File: config.mk
export PLATFORM = sky130hd
export DESIGN_NAME = reduced_cipher_linear_bias_counter
export DESIGN_NICKNAME = d
export VERILOG_FILES = /design/src/rtl/core/rcl_pkg.sv /design/src/rtl/core/reduced_cipher_linear_bias_counter.sv /design/src/rtl/core/rcl_sbox_lane.sv /design/src/rtl/core/rcl_sub_stage.sv /design/src/rtl/core/rcl_merge.sv
export SDC_FILE = /design/constraint.sdc
export NUM_CORES = 1
export LEC_CHECK = 0
export ABC_AREA = 1
export BUFFER_PORTS_ARGS = -buffer_cell sky130_fd_sc_hd__buf_2
export CORE_ASPECT_RATIO = 1.1
export CORE_UTILIZATION = 40
export DETAILED_ROUTE_END_ITERATION = 8
export GPL_TIMING_DRIVEN = 0
export PLACE_DENSITY = 0.7
export SYNTH_ARGS = -nofsm -noshare
export SYNTH_HDL_FRONTEND = slang
export SYNTH_SLANG_ARGS = --single-unit
File: constraint.sdc
create_clock -name clock -period 3.65 [get_ports clock]
set_input_delay 0.365 -clock clock [delete_from_list [all_inputs] [get_ports clock]]
set_output_delay 0.365 -clock clock [all_outputs]
set_load 0.005 [all_outputs]
File: src/rtl/core/rcl_pkg.sv
// shared types, constants and functions of the reduced cipher bias counter
package rcl_pkg;

   localparam int ROUND_COUNT = 1;
   // every round has two substitution layers, plus one final layer
   localparam int LAYER_COUNT = 2 * ROUND_COUNT + 1;
   localparam int BYTE_COUNT = 8;
   localparam int BLOCK_WIDTH = 64;
   localparam int COUNT_WIDTH = 32;
   localparam int CSR_INDEX_WIDTH = 1;

   localparam logic [COUNT_WIDTH-1:0] COUNT_MAX = '1;
   localparam logic [BLOCK_WIDTH-1:0] PLAIN_MASK_RESET = 64'h0000_0000_0073_0000;
   localparam logic [BLOCK_WIDTH-1:0] CIPHER_MASK_RESET = 64'h0F0F_0000_000E_0000;

   localparam logic [CSR_INDEX_WIDTH-1:0] CSR_PLAIN_MASK = 1'b0;
   localparam logic [CSR_INDEX_WIDTH-1:0] CSR_CIPHER_MASK = 1'b1;

   typedef logic [7:0] byte_type;
   typedef logic [BLOCK_WIDTH-1:0] block_type;
   typedef logic [COUNT_WIDTH-1:0] count_type;
   typedef logic [CSR_INDEX_WIDTH-1:0] csr_index_type;

   // what travels down the substitution pipeline with each transaction
   typedef struct packed {
      block_type data;
      logic      plain_parity;
      logic      restart;
   } stage_payload_type;

   localparam byte_type SBOX_TABLE [256] = '{
      8'd51, 8'd36, 8'd78, 8'd193, 8'd141, 8'd154, 8'd231, 8'd21,
      8'd240, 8'd127, 8'd89, 8'd171, 8'd2, 8'd104, 8'd188, 8'd214,
      8'd66, 8'd85, 8'd63, 8'd176, 8'd252, 8'd235, 8'd150, 8'd100,
      8'd129, 8'd14, 8'd40, 8'd218, 8'd115, 8'd25, 8'd205, 8'd167,
      8'd228, 8'd243, 8'd153, 8'd22, 8'd90, 8'd77, 8'd48, 8'd194,
      8'd39, 8'd168, 8'd142, 8'd124, 8'd213, 8'd191, 8'd107, 8'd1,
      8'd28, 8'd11, 8'd97, 8'd238, 8'd162, 8'd181, 8'd200, 8'd58,
      8'd223, 8'd80, 8'd118, 8'd132, 8'd45, 8'd71, 8'd147, 8'd249,
      8'd216, 8'd207, 8'd165, 8'd42, 8'd102, 8'd113, 8'd12, 8'd254,
      8'd27, 8'd148, 8'd178, 8'd64, 8'd233, 8'd131, 8'd87, 8'd61,
      8'd169, 8'd190, 8'd212, 8'd91, 8'd23, 8'd0, 8'd125, 8'd143,
      8'd106, 8'd229, 8'd195, 8'd49, 8'd152, 8'd242, 8'd38, 8'd76,
      8'd126, 8'd105, 8'd3, 8'd140, 8'd192, 8'd215, 8'd170, 8'd88,
      8'd189, 8'd50, 8'd20, 8'd230, 8'd79, 8'd37, 8'd241, 8'd155,
      8'd81, 8'd70, 8'd44, 8'd163, 8'd239, 8'd248, 8'd133, 8'd119,
      8'd146, 8'd29, 8'd59, 8'd201, 8'd96, 8'd10, 8'd222, 8'd180,
      8'd15, 8'd24, 8'd114, 8'd253, 8'd177, 8'd166, 8'd219, 8'd41,
      8'd204, 8'd67, 8'd101, 8'd151, 8'd62, 8'd84, 8'd128, 8'd234,
      8'd247, 8'd224, 8'd138, 8'd5, 8'd73, 8'd94, 8'd35, 8'd209,
      8'd52, 8'd187, 8'd157, 8'd111, 8'd198, 8'd172, 8'd120, 8'd18,
      8'd149, 8'd130, 8'd232, 8'd103, 8'd43, 8'd60, 8'd65, 8'd179,
      8'd86, 8'd217, 8'd255, 8'd13, 8'd164, 8'd206, 8'd26, 8'd112,
      8'd186, 8'd173, 8'd199, 8'd72, 8'd4, 8'd19, 8'd110, 8'd156,
      8'd121, 8'd246, 8'd208, 8'd34, 8'd139, 8'd225, 8'd53, 8'd95,
      8'd32, 8'd55, 8'd93, 8'd210, 8'd158, 8'd137, 8'd244, 8'd6,
      8'd227, 8'd108, 8'd74, 8'd184, 8'd17, 8'd123, 8'd175, 8'd197,
      8'd134, 8'd145, 8'd251, 8'd116, 8'd56, 8'd47, 8'd82, 8'd160,
      8'd69, 8'd202, 8'd236, 8'd30, 8'd183, 8'd221, 8'd9, 8'd99,
      8'd203, 8'd220, 8'd182, 8'd57, 8'd117, 8'd98, 8'd31, 8'd237,
      8'd8, 8'd135, 8'd161, 8'd83, 8'd250, 8'd144, 8'd68, 8'd46,
      8'd109, 8'd122, 8'd16, 8'd159, 8'd211, 8'd196, 8'd185, 8'd75,
      8'd174, 8'd33, 8'd7, 8'd245, 8'd92, 8'd54, 8'd226, 8'd136
   };

   // bit transpose of the 8x8 byte matrix: out byte i bit 7-j = in byte j bit 7-i
   function automatic block_type flip_matrix(input block_type value);
      block_type result;
      result = '0;
      for (int i = 0; i < BYTE_COUNT; i++) begin
         for (int j = 0; j < BYTE_COUNT; j++) begin
            result[8*i + 7 - j] = value[8*j + 7 - i];
         end
      end
      return result;
   endfunction

endpackage

File: src/rtl/core/reduced_cipher_linear_bias_counter.sv
// top level: reduced cipher pipeline with linear-approximation match counter
// path: a transaction passes every registered substitution layer, then the result register, before rsp_valid
// throughput: one transaction per cycle while results are taken, set by one registered substitution layer per stage
// every stage and the result register hold a transaction, so a stalled result still
// lets transactions enter until the pipeline is full
// synchronous reset empties the pipeline, clears the match count and restores both masks
module reduced_cipher_linear_bias_counter (
   input  logic                   clock,
   input  logic                   reset,
   input  logic                   req_valid,
   output logic                   req_ready,
   input  rcl_pkg::block_type     req_plaintext,
   input  logic                   req_restart,
   output logic                   rsp_valid,
   input  logic                   rsp_ready,
   output rcl_pkg::block_type     rsp_ciphertext,
   output logic                   rsp_parities_equal,
   output rcl_pkg::count_type     rsp_match_total,
   input  logic                   csr_wr_en,
   input  rcl_pkg::csr_index_type csr_index,
   input  rcl_pkg::block_type     csr_wdata
);
   import rcl_pkg::*;

   block_type plain_mask_ff;
   block_type cipher_mask_ff;

   logic              stage_valid [LAYER_COUNT+1];
   logic              stage_ready [LAYER_COUNT+1];
   stage_payload_type stage_payload [LAYER_COUNT+1];

   always_ff @(posedge clock) begin
      if (reset) begin
         plain_mask_ff <= PLAIN_MASK_RESET;
         cipher_mask_ff <= CIPHER_MASK_RESET;
      end else if (csr_wr_en) begin
         unique case (csr_index)
            CSR_PLAIN_MASK:  plain_mask_ff <= csr_wdata;
            CSR_CIPHER_MASK: cipher_mask_ff <= csr_wdata;
            default:         ;
         endcase
      end
   end

   // input parity is taken at entry so the plaintext need not travel along
   assign stage_valid[0] = req_valid;
   assign req_ready = stage_ready[0];
   assign stage_payload[0].data = req_plaintext;
   assign stage_payload[0].plain_parity = ^(req_plaintext & plain_mask_ff);
   assign stage_payload[0].restart = req_restart;

   for (genvar k = 0; k < LAYER_COUNT; k++) begin : g_layer
      rcl_sub_stage u_stage (
         .clock        (clock),
         .reset        (reset),
         .flip_en      (k < LAYER_COUNT - 1 ? 1'b1 : 1'b0),
         .up_valid     (stage_valid[k]),
         .up_ready     (stage_ready[k]),
         .up_payload   (stage_payload[k]),
         .down_valid   (stage_valid[k+1]),
         .down_ready   (stage_ready[k+1]),
         .down_payload (stage_payload[k+1])
      );
   end

   rcl_merge u_merge (
      .clock              (clock),
      .reset              (reset),
      .cipher_mask        (cipher_mask_ff),
      .up_valid           (stage_valid[LAYER_COUNT]),
      .up_ready           (stage_ready[LAYER_COUNT]),
      .up_payload         (stage_payload[LAYER_COUNT]),
      .rsp_valid          (rsp_valid),
      .rsp_ready          (rsp_ready),
      .rsp_ciphertext     (rsp_ciphertext),
      .rsp_parities_equal (rsp_parities_equal),
      .rsp_match_total    (rsp_match_total)
   );

endmodule

File: src/rtl/core/rcl_sbox_lane.sv
// one byte lane: substitution of a single byte through the fixed table
module rcl_sbox_lane (
   input  rcl_pkg::byte_type lane_in,
   output rcl_pkg::byte_type lane_out
);
   import rcl_pkg::*;

   assign lane_out = SBOX_TABLE[lane_in];

endmodule

File: src/rtl/core/rcl_sub_stage.sv
// one registered substitution layer: eight byte lanes and an optional transpose
module rcl_sub_stage (
   input  logic                       clock,
   input  logic                       reset,
   input  logic                       flip_en,
   input  logic                       up_valid,
   output logic                       up_ready,
   input  rcl_pkg::stage_payload_type up_payload,
   output logic                       down_valid,
   input  logic                       down_ready,
   output rcl_pkg::stage_payload_type down_payload
);
   import rcl_pkg::*;

   logic              valid_ff;
   logic              valid_in;
   stage_payload_type payload_ff;
   stage_payload_type payload_in;
   block_type         sub_data;

   for (genvar k = 0; k < BYTE_COUNT; k++) begin : g_lane
      rcl_sbox_lane u_lane (
         .lane_in  (up_payload.data[8*k +: 8]),
         .lane_out (sub_data[8*k +: 8])
      );
   end

   // the stage takes a new transaction whenever it is empty or drains this cycle
   assign up_ready = !valid_ff || down_ready;

   always_comb begin
      valid_in = up_ready ? up_valid : valid_ff;
      payload_in = up_payload;
      payload_in.data = flip_en ? flip_matrix(sub_data) : sub_data;
   end

   always_ff @(posedge clock) begin
      if (reset) begin
         valid_ff <= 1'b0;
      end else begin
         valid_ff <= valid_in;
      end
      if (up_ready && up_valid) begin
         payload_ff <= payload_in;
      end
   end

   assign down_valid = valid_ff;
   assign down_payload = payload_ff;

endmodule

File: src/rtl/core/rcl_merge.sv
// merging stage: output parity, match decision, saturating count, result register
module rcl_merge (
   input  logic                       clock,
   input  logic                       reset,
   input  rcl_pkg::block_type         cipher_mask,
   input  logic                       up_valid,
   output logic                       up_ready,
   input  rcl_pkg::stage_payload_type up_payload,
   output logic                       rsp_valid,
   input  logic                       rsp_ready,
   output rcl_pkg::block_type         rsp_ciphertext,
   output logic                       rsp_parities_equal,
   output rcl_pkg::count_type         rsp_match_total
);
   import rcl_pkg::*;

   logic      rsp_valid_ff;
   logic      rsp_valid_in;
   block_type ciphertext_ff;
   logic      equal_ff;
   logic      equal_in;
   count_type total_ff;
   count_type count_ff;
   count_type count_in;
   count_type count_base;
   logic      take;

   assign up_ready = !rsp_valid_ff || rsp_ready;
   assign take = up_ready && up_valid;

   always_comb begin
      equal_in = up_payload.plain_parity == (^(up_payload.data & cipher_mask));
      // restart clears the count before this transaction is counted
      count_base = up_payload.restart ? '0 : count_ff;
      count_in = count_ff;
      if (take) begin
         count_in = (equal_in && count_base != COUNT_MAX) ? count_base + 1'b1 : count_base;
      end
      rsp_valid_in = up_ready ? up_valid : rsp_valid_ff;
   end

   always_ff @(posedge clock) begin
      if (reset) begin
         rsp_valid_ff <= 1'b0;
         count_ff <= '0;
      end else begin
         rsp_valid_ff <= rsp_valid_in;
         count_ff <= count_in;
      end
      if (take) begin
         ciphertext_ff <= up_payload.data;
         equal_ff <= equal_in;
         total_ff <= count_in;
      end
   end

   assign rsp_valid = rsp_valid_ff;
   assign rsp_ciphertext = ciphertext_ff;
   assign rsp_parities_equal = equal_ff;
   assign rsp_match_total = total_ff;

endmodule

==> results of run 1 <==
[through the flow]
stage	setup slack, ns	TNS [ns]	hold WS (ns)
global placement	-0.537	-55.98	0.407
floorplan	0.794	0	0.400
CTS	0.604	0	0.00275
detailed placement	0.468	0	0.406
finish	0.607	0	0.0302
global route	0.369	0	0.0262
[worst reg2reg max path, cell delays in order (launching register included)]
cell and delay, ns:
edfxtp_1 0.44, clkbuf_1 0.32, inv_1 0.12, clkbuf_1 0.22, nor2_1 0.19, o21ai_0 0.11, o21ai_0 0.20, nor2_1 0.11
o21ai_0 0.15, o221ai_1 0.12, o21ai_0 0.52, inv_1 0.23
[cells by family after synthesis]
family | synth area share
DFF | 0.344
xor gates and xnor gates | 0.0578
and+or+nand+nor | 0.239
adders and majority gates | 0.0617
muxes | 0.00436
AOI/OAI and AO/OA | 0.199
buffers and inverters | 0.0941
[cell usage after synthesis, drive strengths merged, types with 4 or more instances]
library cell,count,area (sq um)
o32ai,8,70.1
o2111ai,7,61.3
mux2i,12,120
nand3,207,1060
o31ai,23,173
nor2,675,2560
ha,174,2180
o22ai,54,338
xor2,100,876
a221oi,14,123
dfxtp,164,3280
o21ai,709,3550
o211ai,36,270
edfxtp,295,8860
clkbuf,179,672
nor4,4,25.0
nor3,42,215
a32oi,12,105
or2,26,163
buf,14,96.3
clkinv,18,73.8
a22o,4,35.0
nand3b,7,65.1
o21a,12,90.1
xnor2,132,1160
inv,660,2480
a211oi,21,158
a22oi,19,143
a21oi,264,1330
o221ai,15,131
nand2,1092,4120
a31oi,41,257
nand4,28,190
[how the worst max path moves through the flow]
stage | startpoint | to | slack, ns | depth (start not counted)
6_report | g_layer[0].u_stage.down_payload[21]$_DFFE_PP_ | g_layer[1].u_stage.down_payload[47]$_DFFE_PP_ | 0.61 | 11
5_1_grt | g_layer[0].u_stage.down_payload[21]$_DFFE_PP_ | g_layer[1].u_stage.down_payload[47]$_DFFE_PP_ | 0.37 | 11
4_1_cts | g_layer[0].u_stage.down_payload[21]$_DFFE_PP_ | g_layer[1].u_stage.down_payload[47]$_DFFE_PP_ | 0.60 | 11
3_5_place_dp | reset | cipher_mask_ff[1]$_SDFFE_PP0P_ | 0.47 | 6
3_3_place_gp | rsp_ready | g_layer[0].u_stage.down_payload[11]$_DFFE_PP_ | -0.54 | 9
2_1_floorplan | rsp_ready | g_layer[0].u_stage.down_payload[0]$_DFFE_PP_ | 0.79 | 8
[per-layer routing]
metal	vias up	track usage	routed length [um]
met5	-	0	0
met4	0	0.137	6790
met3	274	0.0263	7350
met2	1298	0.399	51000
met1	16222	0.300	46000
li1	17581	-	-
[power by group through the flow]
stage          clock, uW  combinational, uW  sequential (uW)
2_1_floorplan          0               4400             6450
3_3_place_gp           0               5980             6660
3_5_place_dp           0               6070             6660
4_1_cts             5820               6150             6550
5_1_grt             6000               6940             6590
6_report            5720               6220             6560
[area by class of cell]
class | count | area, sq um
Fill cell | 8695 | 46600
Timing Repair Buffer | 258 | 1580
Inverter | 678 | 2560
Clock inverter | 30 | 314
Antenna cell | 9 | 22.5
Buffer | 193 | 771
Clock buffer | 68 | 1570
Sequential cell | 459 | 12100
Tap cell | 1150 | 1440
Multi-Input combinational cell | 3768 | 19800
[state kept, by name, summed over array words and instances (netlist names)]
signal,count
cipher_mask_ff,64
plain_mask_ff,64
u_merge.count_ff,32
u_merge.rsp_parities_equal,1
g_layer.u_stage.down_valid,3
u_merge.rsp_match_total,32
g_layer.u_stage.down_payload,198
u_merge.rsp_valid,1
u_merge.rsp_ciphertext,64
[repair_timing]
action                    4_1_cts  5_1_grt
setup buffers                   0        0
hold endpoints to repair       64        0
hold buffers                   45        0
==> results.sh, run 1 <==
export IMPL_ys_async_sr_fraction=0
export IMPL_worstPathRequired_ns=3.96
export IMPL_fin_area_sq_um=40200
export IMPL_drv_slew=0
export IMPL_path_clk_slew_ns=0.06
export IMPL_grt_ovfl_total=0
export IMPL_worstHoldPathCells=4
export IMPL_cp_start_kind="flop"
export IMPL_grt_setup_unrepaired="no"
export IMPL_p_per_area_nw_per_um2=460
export IMPL_max_cap_viol_count=0
export IMPL_io_pin_count=234
export IMPL_grt_use_total=0.239
export IMPL_worstRegToRegCells=11
export IMPL_worstHoldStart="rsp_ready"
export IMPL_status="complete, no violations"
export IMPL_p_clk_frac=0.309
export IMPL_crit_family="compound AO/OA/AOI/OAI gates"
export IMPL_netlist_cell_type_count=63
export IMPL_placed_cell_area_sq_um=37900
export IMPL_final_util=0.463
export IMPL_worstPathCellList="clkbuf_1 > inv_1 > clkbuf_1 > nor2_1 > o21ai_0 > o21ai_0 > nor2_1 > o21ai_0 > o221ai_1 > o21ai_0 > inv_1"
export IMPL_hpwl_mm=87.4
export IMPL_r2r_end="g_layer[1].u_stage.down_payload[47]$_DFFE_PP_"
export IMPL_yosys_warnings=0
export IMPL_cts_resized_gates=0
export IMPL_power_uw=18500
export IMPL_synth_nets=5407
export IMPL_cp_num_buf_inv=4
export IMPL_slew_headroom=0.189
export IMPL_ys_ff_latch=459
export IMPL_min_period_ns=3.04
export IMPL_htree_num_levels=2
export IMPL_die_w_um=285
export IMPL_rrSetupSlack_ns=0.61
export IMPL_gp_congestion=0.997
export IMPL_initialDrtViolationCount=3148
export IMPL_post_route_period_util=0.834
export IMPL_dieArea_sq_um=89400
export IMPL_cp_slowest_stage_delay_ns=0.52
export IMPL_start_util=0.407
export IMPL_clock_sinks=459
export IMPL_path_class="reg2reg"
export IMPL_remaining_drc_errors=0
export IMPL_leakagePower_uw=0.0180
export IMPL_grt_pass1_wl_mm=170
export IMPL_pwr_share_seq=0.354
export IMPL_skew_ns=0.0341
export IMPL_ctsRootBufferMaster="clkbuf_16"
export IMPL_clock_latency_ns=0.64
export IMPL_crit_fanout=10
export IMPL_io_buffers=210
export IMPL_fp_dieH_um=314
export IMPL_num_vias=35375
export IMPL_syn_cell_area_sq_um=35300
export IMPL_cts_tree="done"
export IMPL_grt_pass1_vias=32057
export IMPL_final_cell_mix="nand2_1 (1,085), o21ai_0 (708), nor2_1 (666), inv_1 (651), edfxtp_1 (295)"
export IMPL_grt_antenna_before_repair=6
export IMPL_hold_path_class="in2reg"
export IMPL_r2r_start="g_layer[0].u_stage.down_payload[21]$_DFFE_PP_"
export IMPL_detail_route_antenna_nets=0
export IMPL_avgSynthCellArea_sq_um=6.92
export IMPL_vias_per_cell=5.35
export IMPL_synth_seq_area_share=0.344
export IMPL_wirelength_mm=111
export IMPL_drive_gt1_frac=0.0702
export IMPL_arrival_ns=3.35
export IMPL_core_rowCount=113
export IMPL_dr_pass1_iters=6
export IMPL_final_common_cell="nand2_1"
export IMPL_layout_cells_non_filler=6613
export IMPL_netSwitchingFraction=0.373
export IMPL_grt_max_degree=71
export IMPL_core_sq_um=86800
export IMPL_p_switching_uw=6890
export IMPL_clock_path_buffers=3
export IMPL_p_int_uw=11600
export IMPL_fmax_mhz=329
export IMPL_syn_inst=5098
export IMPL_max_vdd_ir_drop_mv=0.304
export IMPL_power_frac_comb=0.336
export IMPL_place_inst=6461
export IMPL_hold_path_endpoint="u_merge.rsp_valid$_SDFFE_PP0P_"
export IMPL_setup_viol_count_final=0
export IMPL_cts_buffers=52
export IMPL_synth_edf_count=295
export IMPL_cpMaxStageDelayCell="o21ai_0"
export IMPL_path_common_cell="o21ai_0"
export IMPL_tightest_slew_ns=1.22
export IMPL_worstSetupEndpointType="flop"
export IMPL_syn2layout_area_growth_pct=14.0
export IMPL_synthFlopType="edfxtp_1"
export IMPL_wl_per_cell_um=16.8
export IMPL_hold_violations=0
export IMPL_nets=5719
No activity file was read; power rests on OpenSTA's default activity.
==> run 2, diff against run 1 <==
--- a/config.mk
+++ b/config.mk
@@ -11,7 +11,7 @@
 export CORE_UTILIZATION = 40
 export DETAILED_ROUTE_END_ITERATION = 8
 export GPL_TIMING_DRIVEN = 0
-export PLACE_DENSITY = 0.7
+export PLACE_DENSITY = 0.68
 export SYNTH_ARGS = -nofsm -noshare
 export SYNTH_HDL_FRONTEND = slang
 export SYNTH_SLANG_ARGS = --single-unit
==> constraint.sdc (replaced) <==
create_clock -name clock -period 3 [get_ports clock]
set_input_delay 0.3 -clock clock [delete_from_list [all_inputs] [get_ports clock]]
set_output_delay 0.3 -clock clock [all_outputs]
set_load 0.005 [all_outputs]
==> run 2 against run 1 <==
Against the previous run:
- sequential share of layout area fell by 0.17 points
- highest routed layer is now met5
- routed wire length up 0.29%
- cell count grew 0.32%
- largest cell class unchanged
- maximum frequency is 8.7% higher
- total power grew 23%
- final area rose by 0.58%
- worst hold slack improved by 0.020 ns
==> results.sh, run 2 (synthesis gave the netlist of run 1 again) <==
export IMPL_vias_per_cell=5.31
export IMPL_start_util=0.407
export IMPL_r2r_start="g_layer[0].u_stage.down_payload[18]$_DFFE_PP_"
export IMPL_core_sq_um=86800
export IMPL_p_per_area_nw_per_um2=561
export IMPL_grt_pass1_wl_mm=171
export IMPL_htree_num_levels=2
export IMPL_wl_per_cell_um=16.8
export IMPL_skew_ns=0.0585
export IMPL_layout_cells_non_filler=6634
export IMPL_use_met2=0.409
export IMPL_final_common_cell="nand2_1"
export IMPL_grt_antenna_before_repair=11
export IMPL_max_cap_viol_count=0
export IMPL_met3_usage=0.0334
export IMPL_wirelength_mm=111
export IMPL_cp_slowest_stage_delay_ns=0.48
export IMPL_min_period_ns=2.80
export IMPL_grt_busiest_layer="met2"
export IMPL_final_util=0.466
export IMPL_remaining_drc_errors=0
export IMPL_leakagePower_uw=0.0181
export IMPL_final_cell_mix="nand2_1 (1,084), o21ai_0 (706), nor2_1 (666), inv_1 (651), edfxtp_1 (295)"
export IMPL_path_class="reg2reg"
export IMPL_nets=5739
export IMPL_core_rowCount=113
export IMPL_fill_cells=8682
export IMPL_drive_gt1_frac=0.0709
export IMPL_clock_sinks=459
export IMPL_post_route_period_util=0.933
export IMPL_cts_buffers=52
export IMPL_io_pin_count=234
export IMPL_grt_use_total=0.240
export IMPL_gp_congestion=0.989
export IMPL_fmax_mhz=357
export IMPL_io_buffers=210
export IMPL_hpwl_mm=87.7
export IMPL_dr_pass1_iters=6
export IMPL_grt_use_met1=0.297
export IMPL_crit_path_start="g_layer[0].u_stage.down_payload[18]$_DFFE_PP_"
export IMPL_cp_endpoint="g_layer[1].u_stage.down_payload[47]$_DFFE_PP_"
export IMPL_path_clk_slew_ns=0.06
export IMPL_grt_pass1_vias=31938
export IMPL_place_inst=6461
export IMPL_grt_max_degree=67
export IMPL_worstSetupEndpointType="flop"
export IMPL_initialDrtViolationCount=3376
export IMPL_crit_fanout=5
export IMPL_hold_violations=0
export IMPL_fp_dieH_um=314
export IMPL_slew_headroom=0.260
export IMPL_rrSetupSlack_ns=0.20
export IMPL_setup_viol_count_final=0
export IMPL_cpMaxStageDelayCell="edfxtp_1"
export IMPL_cp_start_kind="flop"
export IMPL_detail_route_antenna_nets=0
export IMPL_die_w_um=285
export IMPL_largest_reg_flops=198
export IMPL_r2r_end="g_layer[1].u_stage.down_payload[47]$_DFFE_PP_"
export IMPL_worstPathRequired_ns=3.35
export IMPL_cts_tree="done"
export IMPL_drv_slew=0
export IMPL_status="complete, no violations"
export IMPL_max_vdd_ir_drop_mv=0.494
export IMPL_ctsRootBufferMaster="clkbuf_16"
export IMPL_hold_path_class="in2reg"
export IMPL_arrival_ns=3.15
export IMPL_num_vias=35226
export IMPL_grt_setup_unrepaired="no"
export IMPL_syn2layout_area_growth_pct=14.7
export IMPL_tightest_slew_ns=1.11
export IMPL_dieArea_sq_um=89400
export IMPL_worstPathCellList="inv_1 > ha_1 > nor2_1 > a21oi_1 > o21ai_0 > nor2_1 > o21ai_0 > o221ai_1 > o21ai_1 > inv_1"
export IMPL_clock_latency_ns=0.67
export IMPL_clock_path_buffers=3
export IMPL_worstRegToRegCells=10
export IMPL_grt_ovfl_total=0
run 2: cell types whose count changed in the layout (fill, tap and decap cells not counted), sizes merged:
| cell | before | now |
|---|---|---|
| clkbuf | 247 | 239 |
| dlygate4sd3 | 45 | 65 |
| buf | 227 | 225 |
| inv | 666 | 671 |
| bufinv | 4 | 9 |
| diode | 9 | 10 |
run 2: worst max-delay path: cells and delay by family, from the launching register on:
family	cells	cell delay (ns)
AOI/OAI and AO/OA	5	1.11
buffers and inverters	2	0.27
DFF	1	0.48
and+or+nand+nor	2	0.30
adders and majority gates	1	0.36
run 2: worst min path at each step:
stage                                                 start                                           end  slack (ns)  depth (start not counted)
6_report                                      csr_wdata[32]                plain_mask_ff[32]$_SDFFE_PP0P_        0.05                          3
3_3_place_gp   g_layer[0].u_stage.down_payload[1]$_DFFE_PP_  g_layer[1].u_stage.down_payload[1]$_DFFE_PP_        0.41                          0
2_1_floorplan                                   req_restart  g_layer[0].u_stage.down_payload[0]$_DFFE_PP_        0.40                          0
4_1_cts                                       csr_wdata[33]                plain_mask_ff[33]$_SDFFE_PP0P_       0.006                          3
3_5_place_dp   g_layer[1].u_stage.down_payload[0]$_DFFE_PP_  g_layer[2].u_stage.down_payload[0]$_DFFE_PP_        0.41                          0
5_1_grt                                       csr_wdata[33]                plain_mask_ff[33]$_SDFFE_PP0P_        0.02                          3
run 2: through the flow:
stage               power, uW  area (sq um)   TNS, ns  hold slack [ns]  setup slack, ns
floorplan               13200         35300         0            0.399            0.161
global route            24000         40500         0           0.0195           0.0315
finish                  22700         40500         0           0.0507            0.202
global placement        15400         37800   -189.55            0.407            -1.15
detailed placement      15500         37900  -0.00908            0.406         -0.00908
CTS                     22700         40400         0          0.00605           0.0677
run 2: layout make-up:
class	instances	area, sq um	area share
repair buffers	278	1780	0.0439
clock buffers	58	1360	0.0337
clock inverters	40	543	0.0134
flip-flops and latches	459	12100	0.300
multi-input cells	3768	19800	0.490
plain buffers	193	779	0.0193
inverters	678	2560	0.0632
well taps	1150	1440	0.0356
diodes	10	25.0	0.000618
run 2: routing by layer:
layer | wire length, um | vias to the layer above
li1 | - | 17598
met1 | 46400 | 16226
met2 | 52800 | 1131
met3 | 6710 | 261
met4 | 5440 | 10
met5 | 64 | -
run 2: power breakdown:
part           leakage (uW)  switching (uW)  internal, uW
logic                0.0130            5070          2580
registers           0.00411             480          7480
clock network      0.000928            2940          4130
run 2: what timing repair did:
action / 4_1_cts / 5_1_grt
hold buffers: 65 / 0
setup buffers: 0 / 0
gates resized for setup: 0 / 6
endpoints found under the setup margin: 0 / 14
hold endpoints to repair: 112 / 0
